==> config.mk <==
export PLATFORM = sky130hd
export DESIGN_NAME = cae_div
export DESIGN_NICKNAME = d
export VERILOG_FILES = /design/src/hdl/cae_pkg.sv /design/src/hdl/cae_div.sv
export SDC_FILE = /design/constraint.sdc
export NUM_CORES = 1
export LEC_CHECK = 0
export ABC_AREA = 1
export CAP_MARGIN = 20
export CORE_MARGIN = 5
export CORE_UTILIZATION = 58
export DETAILED_ROUTE_END_ITERATION = 10
export DONT_BUFFER_PORTS = 1
export PLACE_DENSITY = 0.76
export REMOVE_ABC_BUFFERS = 1
export SLEW_MARGIN = 20
export SYNTH_ARGS = -nofsm -noshare
export SYNTH_HDL_FRONTEND = slang
export SYNTH_SLANG_ARGS = --single-unit
==> constraint.sdc <==
create_clock -name i_clk -period 2.4 [get_ports i_clk]
set_input_delay 0.12 -clock i_clk [delete_from_list [all_inputs] [get_ports i_clk]]
set_output_delay 0.12 -clock i_clk [all_outputs]
set_load 0.005 [all_outputs]
==> src/hdl/cae_pkg.sv <==
// Shared types and constants for the curved ADSR envelope.
// Used by cae_div, cae_tables and curved_adsr_envelope; depends on nothing.
package cae_pkg;

    localparam int TIMER_W = 32;
    localparam int TAB_W   = 31;

    typedef logic [TIMER_W-1:0] t_timer;
    typedef logic [TAB_W-1:0]   t_tab_word;

    // Table select for the shared lookup port
    typedef enum logic {
        TAB_LOG,
        TAB_EXP
    } t_tab_sel;

    // Register index on the configuration port
    typedef enum logic [2:0] {
        REG_ATTACK_SET  = 3'd0,
        REG_DECAY_SET   = 3'd1,
        REG_SUSTAIN     = 3'd2,
        REG_RELEASE_SET = 3'd3,
        REG_ATTACK_CRV  = 3'd4,
        REG_DECAY_CRV   = 3'd5,
        REG_RELEASE_CRV = 3'd6
    } t_reg_idx;

    // Divider request and response
    typedef struct packed {
        logic   start;
        t_timer num;
        t_timer den;
    } t_div_req;

    typedef struct packed {
        logic   done;
        t_timer quot;
    } t_div_rsp;

endpackage

==> src/hdl/cae_div.sv <==
// Radix-2 restoring divider forming floor(num * 2^32 / den) for num < den.
// Depends on cae_pkg for the request and response types.
module cae_div (
    input  logic              i_clk,
    input  logic              i_rst_n,
    input  cae_pkg::t_div_req i_req,
    output cae_pkg::t_div_rsp o_rsp
);

    logic                         r_busy;
    logic                         r_done;
    logic [4:0]                   r_cnt;
    logic [cae_pkg::TIMER_W-1:0]  r_rem;
    logic [cae_pkg::TIMER_W-1:0]  r_den;
    logic [cae_pkg::TIMER_W-1:0]  r_quot;

    logic [cae_pkg::TIMER_W:0]    w_rem2;
    logic [cae_pkg::TIMER_W:0]    w_diff;
    logic                         w_ge;

    // Trial subtraction of one quotient bit
    always_comb begin
        w_rem2 = {r_rem, 1'b0};
        w_ge   = (w_rem2 >= {1'b0, r_den});
        w_diff = w_rem2 - {1'b0, r_den};
    end

    // Step one bit per cycle; remainder always stays below the divisor
    always_ff @(posedge i_clk) begin
        if (!i_rst_n) begin
            r_busy <= 1'b0;
            r_done <= 1'b0;
            r_cnt  <= '0;
        end else begin
            r_done <= 1'b0;
            if (i_req.start) begin
                r_busy <= 1'b1;
                r_cnt  <= '0;
                r_rem  <= i_req.num;
                r_den  <= i_req.den;
            end else if (r_busy) begin
                r_rem  <= w_ge ? w_diff[cae_pkg::TIMER_W-1:0] : w_rem2[cae_pkg::TIMER_W-1:0];
                r_quot <= {r_quot[cae_pkg::TIMER_W-2:0], w_ge};
                r_cnt  <= r_cnt + 5'd1;
                if (r_cnt == 5'(cae_pkg::TIMER_W - 1)) begin
                    r_busy <= 1'b0;
                    r_done <= 1'b1;
                end
            end
        end
    end

    assign o_rsp.done = r_done;
    assign o_rsp.quot = r_quot;

endmodule

==> flow_summary.ini <==
[placement]
post_dp_cell_area_um2 = 7150
routabilityCongestion = 0.989
placed_cells = 1053
io_buffers = 0
hpwl_mm = 12.6

[cells_and_area]
final_cell_mix = nand2_1 (334), inv_1 (164), edfxtp_1 (96), dlygate4sd3_1 (66), nand3_1 (64)
layout_commonest_cell = nand2_1
drive_gt1_frac = 0.135
diodes = 0
nFillCells = 813
design_area_um2 = 8720
syn_to_final_growth_pct = 28.2
fin_cells = 1148
nets = 1102

[critical_path]
slowest_stage = edfxtp_1
crit_fanout = 8
cp-start-kind = flop
crit_cells = 14
cp-end-kind = flop
crit_arrival_ps = 2470
r2r-start = r_rem[9]
critPathTopFamily = simple AND/OR/NAND/NOR gates
worst-setup-path-type = reg -> reg
crit_chain = ha_4 > buf_4 > nand2_1 > nor2_2 > nand2_1 > inv_1 > nand2_2 > nand2_4 > nand2_8 > buf_12 > nand2_8 > nand2_1 > nand3_1 > nand2_1
cp_data_required_time_ps = 2520
crit_start = r_rem[9]
cp.buffers_inverters = 3
reg2reg_depth = 14
slowest_delay_ps = 500
regToRegSetupSlack_ps = 50
r2r-end = r_rem[9]
cp_common_cell = nand2_1

[worst_hold_path]
min_to = r_busy
min_from = i_req[64]
hp-class = in -> reg
hold_depth = 3

[routing]
dr.pass1.iters = 5
drt_iter0_markers = 503
route.antenna.remaining_nets = 0
dr_wl_met3_mm = 1.60
drt-vias-per-instance = 5.28
routed_wirelength_mm = 19.0
wl_per_cell_um = 16.6
routed.top_layer = met4
wl_met2_mm = 9.08
dr_total_vias = 6062
drc = 0
met1Wirelength_mm = 7.87

[floorplan]
fp.dieH_um = 118
start_util = 0.593
dieArea_um2 = 14000
io_pins = 100
rows = 39
die_x_um = 118
coreArea_um2 = 11500

[clock_network]
path_clk_slew_ps = 80
cts.sinks = 103
cts_root_buffer = clkbuf_16
numCtsBuffers = 9
htree_num_levels = 3
insertion_delay_ps = 380
clockBufferDepth = 2
cts_tree = yes

[pwr]
cellLeakagePower_uw = 0.00419
cellPowerDensity_nw_per_um2 = 666
ir_drop_mv = 0.893

[sta]
slew_viol_final = 0
finalHoldViolCount = 0
max_freq_mhz = 426
tightestPinTransition_ps = 641
finalClockSkew_ps = 17.2
min_period_ps = 2350
fin_crit_sh = 0.978
setup_viol = 0
relSlewSlack = 0.572

[yosys]
yosysTopAreaCell = edfxtp_1
synth_top_cells_by_area = edfxtp_1 (42%), nand2_1 (19%), inv_1 (9.2%)
netlist_instances = 889
synth_cell_type_count = 35
synth_area_um2 = 6800
seq_area_frac_synth = 0.444
synth_warnings = 0
ys_ff_latch = 103
synth_area_per_cell_um2 = 7.65
synth_top_area_frac = 0.424

[global_route]
grt_pass1_wl_mm = 28.2
grt_max_degree = 35
grt_pass1_vias = 5556
antenna_found_initial = 0
grt_overflow = 0
grt_usage = 0.253

[job]
maxCapViolations = 0

[outcome]
status = complete, no violations
power by group:
group / internal [µW] / switching (µW) / total, µW
clock network: 767 / 786 / 1550
registers: 2130 / 92.6 / 2220
logic: 859 / 1180 / 2040
total: 3750 / 2060 / 5810
area by class of cell:
cell class | count | area [µm²] | area share
flip-flops and latches | 103 | 3020 | 0.347
clock buffers | 9 | 225 | 0.0258
repair buffers | 114 | 1110 | 0.127
multi-input cells | 601 | 3440 | 0.394
well taps | 143 | 179 | 0.0205
clock inverters | 7 | 104 | 0.0119
inverters | 171 | 642 | 0.0736
metal layers:
layer  global-route usage  vias up
met5                    0        -
met4               0.0853        0
met3               0.0463       36
met2                0.408      244
met1                0.345     2772
li1                     -     3010
worst max-delay path by stage:
stage                     end
floorplan            r_rem[0]
global placement    r_rem[30]
detailed placement  r_rem[30]
CTS                  r_rem[1]
global route         r_rem[9]
finish               r_rem[9]
per-stage QoR:
step           setup slack (ps)  total power [µW]  hold WS, ps  TNS (ps)  utilization
4_1_cts                   0.625              5540          135         0        0.713
6_report                   51.7              5810          140         0        0.761
2_1_floorplan              73.0              3400          196         0            -
3_5_place_dp               20.4              3870          207         0        0.624
3_3_place_gp               4.63              3860          208         0        0.624
5_1_grt                   -68.7              6150          161      -329        0.761
worst reg2reg max path: cells and delay by family (launching register included):
kind | cells | cell delay, ps
buffers and inverters | 3 | 370
flip-flops | 1 | 500
adder cells (fa/ha/maj) | 1 | 350
AND/OR/NAND/NOR | 10 | 900
cells by family (layout without fill, tap and decap cells):
kind of cell,count (synthesis),count (layout),synth area share
XOR/XNOR,15,15,0.0193
adder cells (fa/ha/maj),35,35,0.0655
flip-flops,103,103,0.444
buffers and inverters,188,301,0.111
AND/OR/NAND/NOR,519,522,0.335
AO/OA/AOI/OAI,29,29,0.0241
flip-flops by register name, summed over array words and instances (netlist names):
register  flops
r_rem        32
r_quot       32
r_den        32
r_done        1
r_busy        1
r_cnt         5
Yosys cell counts:
cell type  count
nand3_2        7
buf_4          2
nor3_2         1
ha_1          34
clkinv_1       2
nor3b_1        1
nand2_1      342
edfxtp_1      96
xor2_1         2
clkbuf_1       4
nand3b_1      25
o21a_1         2
nand2_8        1
xnor2_1       13
and2_1         6
nor3_1         3
nand2_4        1
inv_1        166
buf_6          5
nor2_1        46
or2_2          1
dfxtp_1        7
and3_1         1
nand4_1        8
buf_2          6
fa_1           1
nand3_1       66
a21oi_2        1
inv_2          3
nand2_2        5
o21bai_1       4
a21oi_1       20
nor2_2         3
nor2_4         2
o21ai_0        2
repair_timing:
item,in CTS,in global routing
setup endpoints to repair,1,31
gates resized for setup,1,61
hold endpoints to repair,70,0
pin swaps,0,10
buffers inserted,0,9
gates cloned,0,3
hold buffers,67,0
No activity file was read; power rests on OpenSTA's default activity.
